===== src/hw/rtl/dqrp_pkg.sv =====
// dqrp_pkg: shared types and constants of the delivery queue retry policy
// no dependencies; used by the interfaces, the controller, the datapath and the top level
package dqrp_pkg;

   localparam int BODY_W   = 12;
   localparam int STATUS_W = 10;
   localparam int CSR_IDX_W  = 2;
   localparam int CSR_DATA_W = 12;
   localparam int IDX_W    = 32;
   localparam int SLOT_OUT_W    = 4;
   localparam int PENDING_OUT_W = 5;
   localparam int BR_CNT_W   = 4;
   localparam int CONF_CNT_W = 6;
   localparam int AUTH_CNT_W = 4;

   // response status codes the policy looks at
   localparam logic [STATUS_W-1:0] ST_BAD_REQUEST = 10'd400;
   localparam logic [STATUS_W-1:0] ST_UNAUTH      = 10'd401;
   localparam logic [STATUS_W-1:0] ST_TIMEOUT     = 10'd408;
   localparam logic [STATUS_W-1:0] ST_CONFLICT    = 10'd409;
   localparam logic [STATUS_W-1:0] ST_TOO_MANY    = 10'd429;
   localparam logic [STATUS_W-1:0] ST_SERVER      = 10'd500;

   // register reset values
   localparam logic [BODY_W-1:0]     BODY_LIMIT_RST  = 12'd896;
   localparam logic [BR_CNT_W-1:0]   BR_TRIES_RST    = 4'd3;
   localparam logic [CONF_CNT_W-1:0] CONF_LIMIT_RST  = 6'd20;
   localparam logic [AUTH_CNT_W-1:0] AUTH_LIMIT_RST  = 4'd3;

   typedef enum logic [CSR_IDX_W-1:0] {
      CSR_BODY_LIMIT = 2'd0,
      CSR_BR_TRIES   = 2'd1,
      CSR_CONF_LIMIT = 2'd2,
      CSR_AUTH_LIMIT = 2'd3
   } dqrp_csr_type;

   typedef enum logic [1:0] {
      CMD_PUSH    = 2'd0,
      CMD_OUTCOME = 2'd1,
      CMD_SKIP    = 2'd2
   } dqrp_op_type;

   typedef enum logic [1:0] {
      RSN_NONE    = 2'd0,
      RSN_FULL    = 2'd1,
      RSN_TOO_LONG = 2'd2
   } dqrp_reason_type;

   typedef enum logic [1:0] {
      ACT_NONE    = 2'd0,
      ACT_RETRY   = 2'd1,
      ACT_DISCARD = 2'd2
   } dqrp_action_type;

   typedef enum logic {
      CTL_IDLE = 1'b0,
      CTL_EXEC = 1'b1
   } dqrp_state_type;

   // controller to datapath commands
   typedef struct packed {
      logic capture;   // latch the request fields
      logic execute;   // apply the policy and load the response
   } dqrp_cmd_type;

endpackage


===== src/hw/rtl/dqrp_if.sv =====
// dqrp_if: valid/ready channel interfaces for request, response and register writes
// depends on dqrp_pkg for field widths
interface dqrp_req_if import dqrp_pkg::*; ();
   logic                valid;
   logic                ready;
   logic [1:0]          command;
   logic [BODY_W-1:0]   body_length;
   logic                delivered;
   logic [STATUS_W-1:0] status_code;

   modport source (output valid, command, body_length, delivered, status_code, input ready);
   modport sink   (input valid, command, body_length, delivered, status_code, output ready);
endinterface

interface dqrp_rsp_if import dqrp_pkg::*; ();
   logic                     valid;
   logic                     ready;
   logic                     accepted;
   logic [1:0]               reason;
   logic [SLOT_OUT_W-1:0]    slot;
   logic [1:0]               action;
   logic [PENDING_OUT_W-1:0] pending;
   logic                     conflict_stuck;
   logic                     credentials_bad;
   logic                     notify;

   modport source (output valid, accepted, reason, slot, action, pending, conflict_stuck,
                   credentials_bad, notify, input ready);
   modport sink   (input valid, accepted, reason, slot, action, pending, conflict_stuck,
                   credentials_bad, notify, output ready);
endinterface

interface dqrp_csr_if import dqrp_pkg::*; ();
   logic                  valid;
   logic                  ready;
   logic [CSR_IDX_W-1:0]  index;
   logic [CSR_DATA_W-1:0] data;

   modport source (output valid, index, data, input ready);
   modport sink   (input valid, index, data, output ready);
endinterface


===== src/hw/rtl/dqrp_ctrl.sv =====
// dqrp_ctrl: request sequencing state machine and response valid register
// depends on dqrp_pkg for the state and command types
module dqrp_ctrl import dqrp_pkg::*; (
   input  logic         clock,
   input  logic         reset,
   input  logic         req_valid,
   output logic         req_ready,
   output logic         rsp_valid,
   input  logic         rsp_ready,
   output dqrp_cmd_type cmd
);

   dqrp_state_type state_ff, state_in;
   logic           rsp_valid_ff, rsp_valid_in;
   logic           req_take;

   // a new request only when the response slot is free by the next edge
   assign req_ready = (state_ff == CTL_IDLE) && (!rsp_valid_ff || rsp_ready);
   assign req_take  = req_valid && req_ready;
   assign rsp_valid = rsp_valid_ff;

   always_comb begin
      state_in = state_ff;
      case (state_ff)
         CTL_IDLE: begin
            if (req_take) begin
               state_in = CTL_EXEC;
            end
         end
         CTL_EXEC: begin
            state_in = CTL_IDLE;
         end
         default: begin
            state_in = CTL_IDLE;
         end
      endcase
   end

   always_comb begin
      cmd.capture  = req_take;
      cmd.execute  = (state_ff == CTL_EXEC);
      rsp_valid_in = rsp_valid_ff;
      if (state_ff == CTL_EXEC) begin
         rsp_valid_in = 1'b1;
      end else if (rsp_ready) begin
         rsp_valid_in = 1'b0;
      end
   end

   always_ff @(posedge clock) begin
      if (reset) begin
         state_ff     <= CTL_IDLE;
         rsp_valid_ff <= 1'b0;
      end else begin
         state_ff     <= state_in;
         rsp_valid_ff <= rsp_valid_in;
      end
   end

   a_exec_gives_rsp: assert property (@(posedge clock) disable iff (reset)
      (state_ff == CTL_EXEC) |=> rsp_valid_ff)
      else $error("execute step did not raise a response");

   a_no_take_while_busy: assert property (@(posedge clock) disable iff (reset)
      (state_ff == CTL_EXEC) |-> !req_ready)
      else $error("request taken while one is in execution");

   a_rsp_not_overwritten: assert property (@(posedge clock) disable iff (reset)
      (rsp_valid_ff && !rsp_ready) |-> !req_ready)
      else $error("request taken while a stalled response is held");

endmodule


===== src/hw/rtl/dqrp_dp.sv =====
// dqrp_dp: queue indices, retry trackers, policy registers and response register
// depends on dqrp_pkg; driven by commands from dqrp_ctrl
module dqrp_dp import dqrp_pkg::*; #(
   parameter int CAPACITY = 16
) (
   input  logic                     clock,
   input  logic                     reset,
   input  dqrp_cmd_type             cmd,
   input  logic [1:0]               req_command,
   input  logic [BODY_W-1:0]        req_body_length,
   input  logic                     req_delivered,
   input  logic [STATUS_W-1:0]      req_status_code,
   input  logic                     csr_we,
   input  logic [CSR_IDX_W-1:0]     csr_index,
   input  logic [CSR_DATA_W-1:0]    csr_data,
   output logic                     rsp_accepted,
   output logic [1:0]               rsp_reason,
   output logic [SLOT_OUT_W-1:0]    rsp_slot,
   output logic [1:0]               rsp_action,
   output logic [PENDING_OUT_W-1:0] rsp_pending,
   output logic                     rsp_conflict_stuck,
   output logic                     rsp_credentials_bad,
   output logic                     rsp_notify
);

   localparam int SLOT_W = (CAPACITY > 1) ? $clog2(CAPACITY) : 1;
   localparam logic [SLOT_W-1:0] SLOT_LAST = SLOT_W'(CAPACITY - 1);
   localparam logic [IDX_W-1:0]  CAP_IDX   = IDX_W'(CAPACITY);
   localparam logic [CONF_CNT_W-1:0] CONF_MAX = '1;
   localparam logic [BR_CNT_W-1:0]   BR_MAX   = '1;
   localparam logic [AUTH_CNT_W-1:0] AUTH_MAX = '1;

   // policy registers
   logic [BODY_W-1:0]     body_limit_ff;
   logic [BR_CNT_W-1:0]   br_tries_ff;
   logic [CONF_CNT_W-1:0] conf_limit_ff;
   logic [AUTH_CNT_W-1:0] auth_limit_ff;

   // captured request
   logic [1:0]          op_ff;
   logic [BODY_W-1:0]   len_ff;
   logic                dlv_ff;
   logic [STATUS_W-1:0] status_ff;

   // queue and tracker state
   logic [IDX_W-1:0]      head_ff, head_in, tail_ff, tail_in;
   logic [SLOT_W-1:0]     head_slot_ff, head_slot_in, tail_slot_ff, tail_slot_in;
   logic [IDX_W-1:0]      br_head_ff, br_head_in, conf_head_ff, conf_head_in;
   logic                  br_valid_ff, br_valid_in, conf_valid_ff, conf_valid_in;
   logic [BR_CNT_W-1:0]   br_cnt_ff, br_cnt_in;
   logic [CONF_CNT_W-1:0] conf_cnt_ff, conf_cnt_in;
   logic [AUTH_CNT_W-1:0] auth_cnt_ff, auth_cnt_in;
   logic                  conf_flag_ff, conf_flag_in, auth_flag_ff, auth_flag_in;

   // response register
   logic                     res_acc_ff, res_acc_in;
   logic [1:0]               res_reason_ff, res_reason_in;
   logic [SLOT_OUT_W-1:0]    res_slot_ff, res_slot_in;
   logic [1:0]               res_action_ff, res_action_in;
   logic [PENDING_OUT_W-1:0] res_pending_ff;
   logic                     res_notify_ff, res_notify_in;

   logic [IDX_W-1:0] queued;
   logic [IDX_W-1:0] pending_in;
   logic [IDX_W-1:0] slot_wide;
   logic [SLOT_W-1:0] slot_sel;
   logic             drop;

   assign queued     = tail_ff - head_ff;
   assign pending_in = tail_in - head_in;

   always_comb begin
      head_in      = head_ff;
      tail_in      = tail_ff;
      tail_slot_in = tail_slot_ff;
      br_head_in   = br_head_ff;
      br_valid_in  = br_valid_ff;
      br_cnt_in    = br_cnt_ff;
      conf_head_in = conf_head_ff;
      conf_valid_in = conf_valid_ff;
      conf_cnt_in  = conf_cnt_ff;
      auth_cnt_in  = auth_cnt_ff;
      conf_flag_in = conf_flag_ff;
      auth_flag_in = auth_flag_ff;
      res_acc_in    = 1'b0;
      res_reason_in = RSN_NONE;
      res_action_in = ACT_NONE;
      res_notify_in = 1'b0;
      drop          = 1'b0;
      slot_sel      = head_slot_ff;

      case (op_ff)
         CMD_PUSH: begin
            if (len_ff == '0) begin
               res_reason_in = RSN_NONE;
            end else if (len_ff >= body_limit_ff) begin
               res_reason_in = RSN_TOO_LONG;
            end else if (queued >= CAP_IDX) begin
               res_reason_in = RSN_FULL;
            end else begin
               slot_sel      = tail_slot_ff;
               tail_in       = tail_ff + 1'b1;
               // 32-bit wrap restarts the slot count
               tail_slot_in  = (tail_slot_ff == SLOT_LAST || tail_ff == '1) ?
                               '0 : tail_slot_ff + 1'b1;
               res_acc_in    = 1'b1;
               res_notify_in = 1'b1;
            end
         end
         CMD_OUTCOME: begin
            if (queued != '0) begin
               if (dlv_ff) begin
                  br_valid_in   = 1'b0;
                  conf_valid_in = 1'b0;
                  conf_cnt_in   = '0;
                  auth_cnt_in   = '0;
                  conf_flag_in  = 1'b0;
                  auth_flag_in  = 1'b0;
                  drop          = 1'b1;
                  res_action_in = ACT_DISCARD;
                  res_notify_in = 1'b1;
               end else if (status_ff == ST_UNAUTH) begin
                  if (auth_cnt_ff != AUTH_MAX) begin
                     auth_cnt_in = auth_cnt_ff + 1'b1;
                  end
                  if (auth_cnt_in >= auth_limit_ff && !auth_flag_ff) begin
                     auth_flag_in  = 1'b1;
                     res_notify_in = 1'b1;
                  end
                  res_action_in = ACT_RETRY;
               end else begin
                  auth_cnt_in  = '0;
                  auth_flag_in = 1'b0;
                  if (status_ff == ST_CONFLICT) begin
                     if (conf_valid_ff && conf_head_ff == head_ff) begin
                        if (conf_cnt_ff != CONF_MAX) begin
                           conf_cnt_in = conf_cnt_ff + 1'b1;
                        end
                     end else begin
                        // a new head starts a fresh conflict run
                        conf_valid_in = 1'b1;
                        conf_head_in  = head_ff;
                        conf_cnt_in   = CONF_CNT_W'(1);
                        conf_flag_in  = 1'b0;
                     end
                     if (conf_cnt_in >= conf_limit_ff && !conf_flag_in) begin
                        conf_flag_in  = 1'b1;
                        res_notify_in = 1'b1;
                     end
                     res_action_in = ACT_RETRY;
                  end else if (status_ff == ST_BAD_REQUEST) begin
                     if (br_valid_ff && br_head_ff == head_ff) begin
                        if (br_cnt_ff != BR_MAX) begin
                           br_cnt_in = br_cnt_ff + 1'b1;
                        end
                     end else begin
                        br_valid_in = 1'b1;
                        br_head_in  = head_ff;
                        br_cnt_in   = BR_CNT_W'(1);
                     end
                     if (br_cnt_in < br_tries_ff) begin
                        res_action_in = ACT_RETRY;
                     end else begin
                        drop          = 1'b1;
                        br_valid_in   = 1'b0;
                        res_action_in = ACT_DISCARD;
                        res_notify_in = 1'b1;
                     end
                  end else if (status_ff >= ST_BAD_REQUEST && status_ff < ST_SERVER &&
                               status_ff != ST_TIMEOUT && status_ff != ST_TOO_MANY) begin
                     drop          = 1'b1;
                     res_action_in = ACT_DISCARD;
                     res_notify_in = 1'b1;
                  end else begin
                     res_action_in = ACT_RETRY;
                  end
               end
            end
         end
         CMD_SKIP: begin
            if (queued != '0) begin
               drop          = 1'b1;
               res_action_in = ACT_DISCARD;
               res_notify_in = 1'b1;
            end
         end
         default: begin
            res_action_in = ACT_NONE;
         end
      endcase

      head_slot_in = head_slot_ff;
      if (drop) begin
         head_in      = head_ff + 1'b1;
         head_slot_in = (head_slot_ff == SLOT_LAST || head_ff == '1) ?
                        '0 : head_slot_ff + 1'b1;
         slot_sel     = head_slot_in;
      end
      slot_wide   = IDX_W'(slot_sel);
      res_slot_in = slot_wide[SLOT_OUT_W-1:0];
   end

   always_ff @(posedge clock) begin
      if (reset) begin
         body_limit_ff <= BODY_LIMIT_RST;
         br_tries_ff   <= BR_TRIES_RST;
         conf_limit_ff <= CONF_LIMIT_RST;
         auth_limit_ff <= AUTH_LIMIT_RST;
      end else if (csr_we) begin
         case (csr_index)
            CSR_BODY_LIMIT: body_limit_ff <= csr_data[BODY_W-1:0];
            CSR_BR_TRIES:   br_tries_ff   <= csr_data[BR_CNT_W-1:0];
            CSR_CONF_LIMIT: conf_limit_ff <= csr_data[CONF_CNT_W-1:0];
            CSR_AUTH_LIMIT: auth_limit_ff <= csr_data[AUTH_CNT_W-1:0];
            default: begin
            end
         endcase
      end
   end

   always_ff @(posedge clock) begin
      if (reset) begin
         head_ff       <= '0;
         tail_ff       <= '0;
         head_slot_ff  <= '0;
         tail_slot_ff  <= '0;
         br_head_ff    <= '0;
         br_valid_ff   <= 1'b0;
         br_cnt_ff     <= '0;
         conf_head_ff  <= '0;
         conf_valid_ff <= 1'b0;
         conf_cnt_ff   <= '0;
         auth_cnt_ff   <= '0;
         conf_flag_ff  <= 1'b0;
         auth_flag_ff  <= 1'b0;
      end else if (cmd.execute) begin
         head_ff       <= head_in;
         tail_ff       <= tail_in;
         head_slot_ff  <= head_slot_in;
         tail_slot_ff  <= tail_slot_in;
         br_head_ff    <= br_head_in;
         br_valid_ff   <= br_valid_in;
         br_cnt_ff     <= br_cnt_in;
         conf_head_ff  <= conf_head_in;
         conf_valid_ff <= conf_valid_in;
         conf_cnt_ff   <= conf_cnt_in;
         auth_cnt_ff   <= auth_cnt_in;
         conf_flag_ff  <= conf_flag_in;
         auth_flag_ff  <= auth_flag_in;
      end
   end

   always_ff @(posedge clock) begin
      if (cmd.capture) begin
         op_ff     <= req_command;
         len_ff    <= req_body_length;
         dlv_ff    <= req_delivered;
         status_ff <= req_status_code;
      end
      if (cmd.execute) begin
         res_acc_ff     <= res_acc_in;
         res_reason_ff  <= res_reason_in;
         res_slot_ff    <= res_slot_in;
         res_action_ff  <= res_action_in;
         res_pending_ff <= pending_in[PENDING_OUT_W-1:0];
         res_notify_ff  <= res_notify_in;
      end
   end

   assign rsp_accepted        = res_acc_ff;
   assign rsp_reason          = res_reason_ff;
   assign rsp_slot            = res_slot_ff;
   assign rsp_action          = res_action_ff;
   assign rsp_pending         = res_pending_ff;
   assign rsp_conflict_stuck  = conf_flag_ff;
   assign rsp_credentials_bad = auth_flag_ff;
   assign rsp_notify          = res_notify_ff;

   a_occupancy: assert property (@(posedge clock) disable iff (reset)
      queued <= CAP_IDX)
      else $error("queue occupancy above capacity");

   a_push_excludes_action: assert property (@(posedge clock) disable iff (reset)
      (cmd.execute && res_acc_in) |-> (res_action_in == ACT_NONE && res_notify_in))
      else $error("accepted push carries a head action");

   a_discard_moves_head: assert property (@(posedge clock) disable iff (reset)
      (cmd.execute && res_action_in == ACT_DISCARD) |=> (head_ff == $past(head_ff) + 1'b1))
      else $error("discard did not advance the head");

endmodule


===== src/hw/rtl/delivery_queue_retry_policy.sv =====
// delivery_queue_retry_policy: top level of the outbound queue and its retry policy
// depends on dqrp_pkg, dqrp_if, dqrp_ctrl and dqrp_dp
//
//   channel  | direction | payload
//   ---------+-----------+-------------------------------------------------------
//   req_ch   | in        | command, body_length, delivered, status_code
//   rsp_ch   | out       | accepted, reason, slot, action, pending, conflict_stuck,
//            |           | credentials_bad, notify
//   csr_ch   | in        | index, data (register write, always ready)
//
// each request is handled in two steps: capture latches it, execute applies the
// policy and loads the response register; no request is taken during execute
// reset clears queue indices, trackers and flags; policy registers get reset values
// a stalled response holds; the next request is taken in the cycle it leaves
module delivery_queue_retry_policy import dqrp_pkg::*; #(
   parameter int CAPACITY = 16
) (
   input  logic       clock,
   input  logic       reset,
   dqrp_req_if.sink   req_ch,
   dqrp_rsp_if.source rsp_ch,
   dqrp_csr_if.sink   csr_ch
);

   dqrp_cmd_type cmd;

   assign csr_ch.ready = 1'b1;

   dqrp_ctrl u_ctrl (
      .clock     (clock),
      .reset     (reset),
      .req_valid (req_ch.valid),
      .req_ready (req_ch.ready),
      .rsp_valid (rsp_ch.valid),
      .rsp_ready (rsp_ch.ready),
      .cmd       (cmd)
   );

   dqrp_dp #(
      .CAPACITY (CAPACITY)
   ) u_dp (
      .clock               (clock),
      .reset               (reset),
      .cmd                 (cmd),
      .req_command         (req_ch.command),
      .req_body_length     (req_ch.body_length),
      .req_delivered       (req_ch.delivered),
      .req_status_code     (req_ch.status_code),
      .csr_we              (csr_ch.valid && csr_ch.ready),
      .csr_index           (csr_ch.index),
      .csr_data            (csr_ch.data),
      .rsp_accepted        (rsp_ch.accepted),
      .rsp_reason          (rsp_ch.reason),
      .rsp_slot            (rsp_ch.slot),
      .rsp_action          (rsp_ch.action),
      .rsp_pending         (rsp_ch.pending),
      .rsp_conflict_stuck  (rsp_ch.conflict_stuck),
      .rsp_credentials_bad (rsp_ch.credentials_bad),
      .rsp_notify          (rsp_ch.notify)
   );

endmodule

===== src/flat_wrapper.sv =====
// flat-port wrapper written by rule: the top's interface ports become plain ports
module delivery_queue_retry_policy_flat import dqrp_pkg::*;
#(
   parameter int CAPACITY = 16
)
  (clock, reset, req_ch_valid, req_ch_command, req_ch_body_length, req_ch_delivered, req_ch_status_code, req_ch_ready, rsp_ch_valid, rsp_ch_accepted, rsp_ch_reason, rsp_ch_slot, rsp_ch_action, rsp_ch_pending, rsp_ch_conflict_stuck, rsp_ch_credentials_bad, rsp_ch_notify, rsp_ch_ready, csr_ch_valid, csr_ch_index, csr_ch_data, csr_ch_ready);
  dqrp_req_if req_ch_i ();
  dqrp_rsp_if rsp_ch_i ();
  dqrp_csr_if csr_ch_i ();
  input  logic clock;
  input  logic reset;
  input wire logic [$bits(req_ch_i.valid)-1:0] req_ch_valid;
  input wire logic [$bits(req_ch_i.command)-1:0] req_ch_command;
  input wire logic [$bits(req_ch_i.body_length)-1:0] req_ch_body_length;
  input wire logic [$bits(req_ch_i.delivered)-1:0] req_ch_delivered;
  input wire logic [$bits(req_ch_i.status_code)-1:0] req_ch_status_code;
  output wire logic [$bits(req_ch_i.ready)-1:0] req_ch_ready;
  output wire logic [$bits(rsp_ch_i.valid)-1:0] rsp_ch_valid;
  output wire logic [$bits(rsp_ch_i.accepted)-1:0] rsp_ch_accepted;
  output wire logic [$bits(rsp_ch_i.reason)-1:0] rsp_ch_reason;
  output wire logic [$bits(rsp_ch_i.slot)-1:0] rsp_ch_slot;
  output wire logic [$bits(rsp_ch_i.action)-1:0] rsp_ch_action;
  output wire logic [$bits(rsp_ch_i.pending)-1:0] rsp_ch_pending;
  output wire logic [$bits(rsp_ch_i.conflict_stuck)-1:0] rsp_ch_conflict_stuck;
  output wire logic [$bits(rsp_ch_i.credentials_bad)-1:0] rsp_ch_credentials_bad;
  output wire logic [$bits(rsp_ch_i.notify)-1:0] rsp_ch_notify;
  input wire logic [$bits(rsp_ch_i.ready)-1:0] rsp_ch_ready;
  input wire logic [$bits(csr_ch_i.valid)-1:0] csr_ch_valid;
  input wire logic [$bits(csr_ch_i.index)-1:0] csr_ch_index;
  input wire logic [$bits(csr_ch_i.data)-1:0] csr_ch_data;
  output wire logic [$bits(csr_ch_i.ready)-1:0] csr_ch_ready;
  assign req_ch_i.valid = req_ch_valid;
  assign req_ch_i.command = req_ch_command;
  assign req_ch_i.body_length = req_ch_body_length;
  assign req_ch_i.delivered = req_ch_delivered;
  assign req_ch_i.status_code = req_ch_status_code;
  assign req_ch_ready = req_ch_i.ready;
  assign rsp_ch_valid = rsp_ch_i.valid;
  assign rsp_ch_accepted = rsp_ch_i.accepted;
  assign rsp_ch_reason = rsp_ch_i.reason;
  assign rsp_ch_slot = rsp_ch_i.slot;
  assign rsp_ch_action = rsp_ch_i.action;
  assign rsp_ch_pending = rsp_ch_i.pending;
  assign rsp_ch_conflict_stuck = rsp_ch_i.conflict_stuck;
  assign rsp_ch_credentials_bad = rsp_ch_i.credentials_bad;
  assign rsp_ch_notify = rsp_ch_i.notify;
  assign rsp_ch_i.ready = rsp_ch_ready;
  assign csr_ch_i.valid = csr_ch_valid;
  assign csr_ch_i.index = csr_ch_index;
  assign csr_ch_i.data = csr_ch_data;
  assign csr_ch_ready = csr_ch_i.ready;
  delivery_queue_retry_policy #(.CAPACITY(CAPACITY)) u_core (.clock(clock), .reset(reset), .req_ch(req_ch_i), .rsp_ch(rsp_ch_i), .csr_ch(csr_ch_i));
endmodule

===== config.mk =====
export PLATFORM = sky130hd
export DESIGN_NAME = delivery_queue_retry_policy_flat
export DESIGN_NICKNAME = d
export VERILOG_FILES = /design/src/hw/rtl/dqrp_pkg.sv /design/src/hw/rtl/dqrp_if.sv /design/src/hw/rtl/dqrp_ctrl.sv /design/src/hw/rtl/dqrp_dp.sv /design/src/hw/rtl/delivery_queue_retry_policy.sv /design/src/flat_wrapper.sv
export SDC_FILE = /design/constraint.sdc
export NUM_CORES = 1
export LEC_CHECK = 0
export BUFFER_PORTS_ARGS = -buffer_cell sky130_fd_sc_hd__buf_2
export CAP_MARGIN = 20
export CORE_UTILIZATION = 40
export CTS_BUF_LIST = sky130_fd_sc_hd__clkbuf_8
export DETAILED_ROUTE_END_ITERATION = 16
export GPL_TIMING_DRIVEN = 0
export SETUP_SLACK_MARGIN = 0.3
export SYNTH_ARGS = -nofsm -noshare
export SYNTH_HDL_FRONTEND = slang
export SYNTH_SLANG_ARGS = --single-unit

===== constraint.sdc =====
create_clock -name clock -period 17.4 [get_ports clock]
set_clock_uncertainty 0.05 [all_clocks]
set_input_delay 0.87 -clock clock [delete_from_list [all_inputs] [get_ports clock]]
set_output_delay 0.87 -clock clock [all_outputs]
set_load 0.01 [all_outputs]

==> impl_metrics.ini, run 1 <==
[yosys]
synth_edf_count = 40
synth_xor_area_frac = 0.0717
syn-num-nets = 1722
synth-adder-area-share = 0.0681
synth_compound_area_frac = 0.140
synth_area_um2 = 13600
synth.area.top_cells = dfxtp_1, edfxtp_1, mux2i_1
synth_top_family_by_area = simple AND/OR/NAND/NOR gates
synth_common_cells = nor2_1, dfxtp_1, nand2_1
synth_most_common_cell = nor2_1
ys.flop_type = dfxtp_1
yosys_warnings = 0
synth_top_cell_area_share = 0.267
avgSynthCellArea_um2 = 8.50
synthSimpleGateAreaFrac = 0.227
synth_seq_cells = 222
synth.area.mux_share = 0.0827
synthArstFlopShare = 0
synth_top_cell_by_area = dfxtp_1
ys_types = 88
ys_seq_area_frac = 0.355
netlist_instances = 1605

[worst_setup_path]
crit_arrival_ns = 7.57
worst-path-max-fanout = 10
worstSetupEndpointType = flip-flop
crit_family = simple AND/OR/NAND/NOR gates
path_buf_inv = 6
path_cells = clkbuf_1 > inv_1 > ha_1 > clkbuf_1 > o2111ai_1 > a21boi_0 > nor3_1 > xnor2_1 > nor4_1 > nand4_1 > nor4_4 > or2_1 > buf_2 > buf_4 > xnor2_1 > ha_1 > fa_1 > inv_1 > a21o_1 > a21oi_1 > xnor2_1 > xnor3_1
cp-start-kind = flip-flop
crit_required_ns = 17.63
critPathSlowestCell = nor4_4
crit_type = reg -> reg
critPathMaxStageDelay_ns = 0.95
cpMostUsedCell = xnor2_1

[routing]
wl_per_cell_um = 18.0
firstDrtPassIters = 6
routed_wirelength_um = 39300
vias = 12100
drc_errors = 0
routed_via_density = 5.55
ant_nets = 0
drt_iter0_markers = 951

[clocking]
cts_made_buffers = 40
cts.path.max_buffers = 3
cts_hold_buf = 0
post_cts_resized = 0
htreeDepth = 2
clk_latency_ns = 0.55
cts_tree = yes
post_cts_buffers = 0
path_clk_slew_ns = 0.06
cts_root_buf = clkbuf_8
clock-sinks = 222

[sta]
maxSlewViolCount = 0
hold_ws_ns = 0.408
tightest_slew_ns = 0.972
setup_viol = 0
clock.fmax_mhz = 136
post-route-period-util = 0.421
hold_viol = 0
rsz0062_at_grt = no
min_period_ns = 7.33
tns_ns = 0
max_slew_margin = 0.347

[placed_design]
gp_congestion = 0.912
port_buffers = 61
dp_hpwl_um = 29900

[global_route]
grt_max_degree = 24
grt_pass1_wl_um = 61800
grt_pass1_vias = 11400
grt_usage = 0.223
overflow = 0
antenna_found_initial = 0

[flow_run]
drv_cap = 0

[power]
p_leak_nw = 6.45
ir_worst_vdd_uv = 53.0
power_density_nw_per_um2 = 70.8

[finish]
multi_input_area_um2 = 8040
regArea_um2 = 4840
n_fill_cell = 3378
drive_gt1_frac = 0.104
synthToLayoutAreaGrowth_pct = 11.9
nets = 1827

[floorplanning]
die_w_um = 187
io-pin-count = 64
core_um2 = 33500
die_h_um = 187
start_util = 0.407
placementRows = 67
dieArea_um2 = 34800

[hold_path]
holdCritPathClass = reg -> reg

[outcome]
status = finished, final reports clean
==> stage by stage <==
| step | power (mW) | cell area, um2 | utilization | instances | setup WS [ns] |
|---|---|---|---|---|---|
| floorplan | 0.601 | 13600 | - | 1605 | 11.72 |
| global placement | 0.637 | 14500 | 0.433 | 2114 | 10.22 |
| detailed placement | 0.639 | 14600 | 0.434 | 2116 | 10.15 |
| CTS | 1.09 | 15300 | 0.455 | 2181 | 10.13 |
| global route | 1.12 | 15300 | 0.455 | 2181 | 9.58 |
| finish | 1.08 | 15300 | 0.455 | 2182 | 10.07 |
==> registers in the layout, indices dropped and copies added, names as in the netlist, 5 cells and up <==
name,count
u_core.u_dp.conf_limit_ff,6
u_core.u_dp.status_ff,10
u_core.u_dp.len_ff,12
u_core.u_dp.conf_head_ff,32
u_core.u_dp.tail_ff,32
u_core.u_dp.br_head_ff,32
u_core.u_dp.body_limit_ff,12
u_core.u_dp.conf_cnt_ff,6
u_core.u_dp.rsp_pending,5
u_core.u_dp.head_ff,32
==> worst register-to-register path, cell delays in order, from the launching register on <==
cell and delay, ns:
dfxtp_1 0.30, clkbuf_1 0.43, inv_1 0.23, ha_1 0.34, clkbuf_1 0.29, o2111ai_1 0.33, a21boi_0 0.73, nor3_1 0.21
xnor2_1 0.18, nor4_1 0.45, nand4_1 0.34, nor4_4 0.95, or2_1 0.23, buf_2 0.23, buf_4 0.23, xnor2_1 0.09
ha_1 0.24, fa_1 0.40, inv_1 0.07, a21o_1 0.10, a21oi_1 0.07, xnor2_1 0.14, xnor3_1 0.42
==> path summary, 6_finish.rpt <==
kind	start	end	slack, ns	cells past startpoint
setup / recovery	u_core.u_dp.head_ff[4]	u_core.u_dp.rsp_pending[4]	10.07	22
hold / removal	u_core.u_dp.body_limit_ff[5]	u_core.u_dp.body_limit_ff[5]	0.41	2
setup reg to reg	u_core.u_dp.head_ff[4]	u_core.u_dp.rsp_pending[4]	10.07	22
hold reg to reg	u_core.u_dp.body_limit_ff[5]	u_core.u_dp.body_limit_ff[5]	0.41	2
==> logic make-up (layout without fill, tap and decap cells) <==
group           count (synthesis)  in the layout
mux                           110            110
flops                         222            222
buf+inv                       187            315
xor+xnor                      110            110
fa+ha+maj                      73             73
other cells                     1              2
compound gates                287            287
simple gates                  615            615
==> layout make-up <==
class	count	share of cell area
buffer	102	0.0286
multi-input combinational	1196	0.527
clock buffer	45	0.0406
antenna	1	0.000164
timing repair buffer	63	0.0236
inverter	85	0.0209
clock inverter	20	0.00557
tap	448	0.0367
sequential	222	0.317
==> placed cells by master (no fill, tap or decap), types with 45 or more instances in the layout <==
cell type  count
nand2_1      128
nor2_1       185
clkbuf_8      45
dfxtp_1      182
clkbuf_1      79
mux2i_1       89
buf_2         77
nand3_1       62
ha_1          71
o21ai_0       52
inv_1         99
a21oi_1       87
xnor2_1       70
==> metal layers <==
metal / GRT usage / vias to the layer above / wire [um]
met1: 0.301 / 5727 / 18100
met3: 0.0372 / 60 / 2580
met5: 0 / - / 0
met4: 0.0599 / 0 / 765
met2: 0.367 / 410 / 17900
li1: - / 5907 / -
==> where the power goes <==
group | leakage, nW | total [mW] | internal, mW | switching (mW)
Combinational | 4.18 | 0.0904 | 0.0296 | 0.0608
Clock | 0.417 | 0.452 | 0.234 | 0.218
Sequential | 1.85 | 0.539 | 0.533 | 0.00526
No activity file was read; power rests on OpenSTA's default activity.
==> run 2, diff against run 1 <==
==> constraint.sdc (replaced) <==
create_clock -name clock -period 7.3 [get_ports clock]
set_clock_uncertainty 0.05 [all_clocks]
set_input_delay 0.365 -clock clock [delete_from_list [all_inputs] [get_ports clock]]
set_output_delay 0.365 -clock clock [all_outputs]
set_load 0.01 [all_outputs]
==> run 2 against run 1 <==
Wire length grew 0.91%. Via count is 0.69% higher. Register-to-register slack got worse by 9.6 ns. Core utilization grew 0.95 points. Setup slack worse by 9.6 ns. Final cell count is 1.3% higher. Critical path depth did not move. Maximum frequency increased by 7.7%. Flip-flop and latch count stayed put. Global-route usage rose by 0.24 points. Die area unchanged. Non-clock buffer count grew 30. Critical path type unchanged. Largest cell class unchanged.
==> impl_metrics.ini, run 2 (synthesized netlist as in run 1, its figures left out) <==
[routing]
vias = 12200
routed_via_density = 5.51
firstDrtPassIters = 5
drc_errors = 0
routed_wirelength_um = 39700
ant_nets = 0
wl_per_cell_um = 17.9
drt_iter0_markers = 1013

[clocking]
htreeDepth = 2
cts_root_buf = clkbuf_8
cts_tree = yes
clock-sinks = 222
cts.path.max_buffers = 3
path_clk_slew_ns = 0.06
cts_made_buffers = 40
clk_latency_ns = 0.55

[finish]
layout_common_cells = nor2_1, dfxtp_1, nand2_1, inv_1, mux2i_1
n_fill_cell = 3339
fin_area_um2 = 15600
utilization = 0.465
synthToLayoutAreaGrowth_pct = 14.3
stdcell_count = 2211
final_common_cell = nor2_1
nets = 1857
drive_gt1_frac = 0.106
regArea_um2 = 4840
multi_input_area_um2 = 8060
antenna_cells = 0

[worst_setup_path]
crit_required_ns = 7.53
ff2ff_setup_slack_ns = 0.49
crit_path_start = u_core.u_dp.head_ff[0]
r2r_start = u_core.u_dp.head_ff[0]
cp-start-kind = flip-flop
crit_type = reg -> reg
worst-path-max-fanout = 10
reg2reg_depth = 22
worstSetupEndpointType = flip-flop
worstReg2RegEnd = u_core.u_dp.rsp_pending[4]
crit_arrival_ns = 7.04

[placed_design]
dp_hpwl_um = 29900
dp.cells = 2116
port_buffers = 61
post_dp_cell_area_um2 = 14600
gp_congestion = 0.912
pre_cts_slack_ns = 0.0522

[sta]
setup_viol = 0
max_slew_margin = 0.402
clock.fmax_mhz = 147
hold_ws_ns = 0.0178
hold_viol = 0
tns_ns = 0
tightest_slew_ns = 0.897
setup_slack_ns = 0.494
maxSlewViolCount = 0
post-route-period-util = 0.932
rsz0062_at_grt = no
min_period_ns = 6.81

[floorplanning]
start_util = 0.407
io-pin-count = 64
dieArea_um2 = 34800
placementRows = 67
die_w_um = 187
die_h_um = 187
core_um2 = 33500

[outcome]
status = finished, final reports clean

[power]
power_mw = 2.60
p_leak_nw = 6.59
ir_worst_vdd_uv = 129
power_density_nw_per_um2 = 167

[global_route]
overflow = 0
gr-max-usage-layer = met2
grt_pass1_vias = 11500
grt_pass1_wl_um = 62500
gr-usage-met2 = 0.374
grt_max_degree = 24
grt_usage = 0.226
met1_usage = 0.303
antenna_found_initial = 0
gr-usage-met3 = 0.0376

[hold_path]
hold_depth = 2
hold_end = u_core.u_ctrl.state_ff
hp-start = req_ch_valid
holdCritPathClass = in -> reg

[flow_run]
drv_cap = 0
run 2: repair_timing:
action	in CTS	in global routing
hold buffers	28	0
setup buffers	2	0
pin swaps	1	0
hold endpoints to repair	28	0
resized for setup	0	7
endpoints found under the setup margin	1	1
run 2: cell type report:
cell class | instances | area share
repair buffers | 93 | 0.0421
clock buffers | 45 | 0.0397
inverters | 85 | 0.0205
multi-input cells | 1196 | 0.517
flip-flops and latches | 222 | 0.311
clock inverters | 20 | 0.00546
well taps | 448 | 0.0360
plain buffers | 102 | 0.0281
run 2: critical path: stages, from the launching register on:
cell and delay (ns):
dfxtp_1 0.38, clkbuf_1 0.50, xnor2_1 0.18, nand4_1 0.16, nor4_1 0.40, nand3_1 0.41
nor3_1 0.40, ha_1 0.29, o221a_2 0.13, o41ai_1 0.51, a21oi_1 0.20, o31ai_1 0.69
or2_1 0.22, buf_2 0.23, buf_4 0.22, xnor2_1 0.09, ha_1 0.24, fa_1 0.40
inv_1 0.07, a21o_1 0.10, a21oi_1 0.07, xnor2_1 0.14, xnor3_1 0.42
run 2: power breakdown:
group / leakage (nW) / total, mW / switching [mW] / internal, mW
combinational: 4.32 / 0.239 / 0.152 / 0.0877
clock: 0.417 / 1.08 / 0.518 / 0.557
sequential: 1.85 / 1.28 / 0.0126 / 1.27
run 2: how the worst max path moves through the flow:
stage	endpoint	slack, ns	depth (start not counted)
2_1_floorplan	u_core.u_dp.rsp_pending[4]	1.62	23
4_1_cts	u_core.u_dp.rsp_pending[4]	0.54	19
5_1_grt	u_core.u_dp.rsp_pending[4]	0.31	23
3_5_place_dp	u_core.u_dp.rsp_pending[4]	0.05	22
3_3_place_gp	u_core.u_dp.rsp_pending[4]	0.12	22
6_report	u_core.u_dp.rsp_pending[4]	0.49	22
run 2: layer usage:
metal	routed length, um	share of wire	vias up
met2	18200	0.46	389
met4	722	0.018	0
met5	0	0	-
met3	2690	0.068	56
li1	-	-	5965
met1	18100	0.46	5777
==> run 3, diff against run 2 <==
--- a/config.mk
+++ b/config.mk
@@ -7,11 +7,14 @@
 export LEC_CHECK = 0
 export BUFFER_PORTS_ARGS = -buffer_cell sky130_fd_sc_hd__buf_2
 export CAP_MARGIN = 20
+export CORE_ASPECT_RATIO = 1.2
 export CORE_UTILIZATION = 40
 export CTS_BUF_LIST = sky130_fd_sc_hd__clkbuf_8
+export CTS_CLUSTER_DIAMETER = 200
 export DETAILED_ROUTE_END_ITERATION = 16
 export GPL_TIMING_DRIVEN = 0
 export SETUP_SLACK_MARGIN = 0.3
+export SLEW_MARGIN = 5
 export SYNTH_ARGS = -nofsm -noshare
 export SYNTH_HDL_FRONTEND = slang
 export SYNTH_SLANG_ARGS = --single-unit
==> run 3 against run 2 <==
First-iteration DRC count down 23%. Register-to-register slack better by 0.19 ns. Maximum frequency up 2.8%. Design area up 0.42%. Die area about the same. Flip-flop and latch count unchanged. Combinational power down 2%. Via count up 0.18%. Sequential share of layout area down 0.13 points. Hold slack better by 0.016 ns. Final cell count up 0.63%. Sequential power about the same.
==> impl_metrics.ini, run 3 (synthesized netlist as in run 1, its figures left out) <==
[flow_run]
drv_cap = 0

[routing]
routed_via_density = 5.49
ant_nets = 0
vias = 12200
routed_wirelength_um = 40300
wl_per_cell_um = 18.1
firstDrtPassIters = 5
drc_errors = 0
drt_iter0_markers = 776

[sta]
hold_viol = 0
maxSlewViolCount = 0
min_period_ns = 6.62
max_slew_margin = 0.343
tns_ns = 0
setup_viol = 0
hold_ws_ns = 0.0338
clock.fmax_mhz = 151
rsz0062_at_grt = no
post-route-period-util = 0.907
tightest_slew_ns = 0.979

[worst_setup_path]
crit_type = reg -> reg
critPathSlowestCell = or4b_1
crit_arrival_ns = 6.87
cp-start-kind = flip-flop
crit_required_ns = 7.55
r2r_start = u_core.u_dp.head_ff[5]
worstSetupEndpointType = flip-flop
worst-path-max-fanout = 10
path_cells = clkbuf_1 > inv_1 > ha_1 > buf_2 > nand3_1 > a2111oi_4 > a211oi_2 > o311a_1 > o31ai_1 > xor2_1 > or4b_1 > nor4_4 > buf_4 > or2_1 > buf_2 > buf_4 > xnor2_1 > ha_1 > fa_1 > inv_1 > a21o_1 > a21oi_1 > xnor2_1 > xnor3_1
crit_path_start = u_core.u_dp.head_ff[5]
critPathMaxStageDelay_ns = 0.65

[power]
power_density_nw_per_um2 = 168
p_leak_nw = 6.63
ir_worst_vdd_uv = 121

[finish]
multi_input_area_um2 = 8040
antenna_cells = 0
nets = 1862
n_fill_cell = 3291
layout_common_cells = nor2_1, dfxtp_1, nand2_1, inv_1, mux2i_1
synthToLayoutAreaGrowth_pct = 14.7
drive_gt1_frac = 0.106
final_common_cell = nor2_1
regArea_um2 = 4840

[hold_path]
holdCritPathClass = in -> reg
hp-start = csr_ch_data[11]

[floorplanning]
core_um2 = 33300
start_util = 0.409
io-pin-count = 64
die_w_um = 171
placementRows = 73
dieArea_um2 = 34800
die_h_um = 204

[global_route]
antenna_found_initial = 0
grt_pass1_vias = 11900
grt_pass1_wl_um = 63700
grt_usage = 0.235
overflow = 0
grt_max_degree = 26

[placed_design]
port_buffers = 61
gp_congestion = 0.975
dp_hpwl_um = 30500

[clocking]
clk_latency_ns = 0.57
cts.path.max_buffers = 3
cts_tree = yes
path_clk_slew_ns = 0.06
htreeDepth = 2
cts_root_buf = clkbuf_8
clock-sinks = 222
cts_made_buffers = 40

[outcome]
status = finished, final reports clean
run 3: changes by cell type in the layout (fill, tap and decap cells not counted), moves of 2 or more:
cell	previous run	this run
clkbuf_2	1	3
clkinv_1	1	5
clkbuf_8	45	47
dlygate4sd3_1	28	33
clkbuf_1	78	76
run 3: area by class of cell:
class                   instances  area share
inverters                      85      0.0204
plain buffers                 102      0.0281
flip-flops and latches        222       0.310
clock inverters                25     0.00664
clock buffers                  47      0.0413
repair buffers                 98      0.0443
multi-input cells            1196       0.514
well taps                     450      0.0360
run 3: path summary, 6_finish.rpt:
check | end | slack, ns | depth (start not counted)
max reg2reg | u_core.u_dp.rsp_pending[4] | 0.68 | 24
min reg2reg | u_core.u_dp.body_limit_ff[6] | 0.41 | 2
max | u_core.u_dp.rsp_pending[4] | 0.68 | 24
min | u_core.u_dp.body_limit_ff[11] | 0.03 | 3
run 3: per-layer routing:
layer | GRT usage | part of all wire
met5 | 0 | 0
met4 | 0.108 | 0.042
met3 | 0.0308 | 0.044
met2 | 0.415 | 0.49
met1 | 0.279 | 0.42
run 3: report_power, final:
part	switching, mW	internal, mW	total [mW]
registers	0.0124	1.27	1.28
logic	0.146	0.0876	0.234
clock network	0.534	0.583	1.12
run 3: stage by stage:
| step | setup WS [ns] | utilization | instance area (um2) | instances | total power, mW |
|---|---|---|---|---|---|
| final | 0.680 | 0.469 | 15600 | 2225 | 2.63 |
| after global routing | 0.306 | 0.469 | 15600 | 2225 | 2.73 |
| after global placement | 0.248 | 0.435 | 14500 | 2116 | 1.51 |
| after detailed placement | 0.252 | 0.436 | 14500 | 2117 | 1.52 |
| after floorplan | 1.62 | - | 13600 | 1605 | 1.43 |
| after CTS | 0.556 | 0.469 | 15600 | 2224 | 2.65 |
run 3: timing repair:
action | 4_1_cts | 5_1_grt
pin swaps | 1 | 0
gates cloned | 0 | 0
endpoints found under the hold margin | 35 | 0
hold buffers | 33 | 0
setup endpoints to repair | 1 | 1
setup buffers | 2 | 0
gates resized for setup | 0 | 6
run 3: critical path, delay by kind of cell (launching register included):
family,cells,cell delay [ns]
xor+xnor,4,0.87
fa+ha+maj,3,0.97
compound gates,6,1.46
buf+inv,7,1.44
flops,1,0.31
simple gates,4,1.26
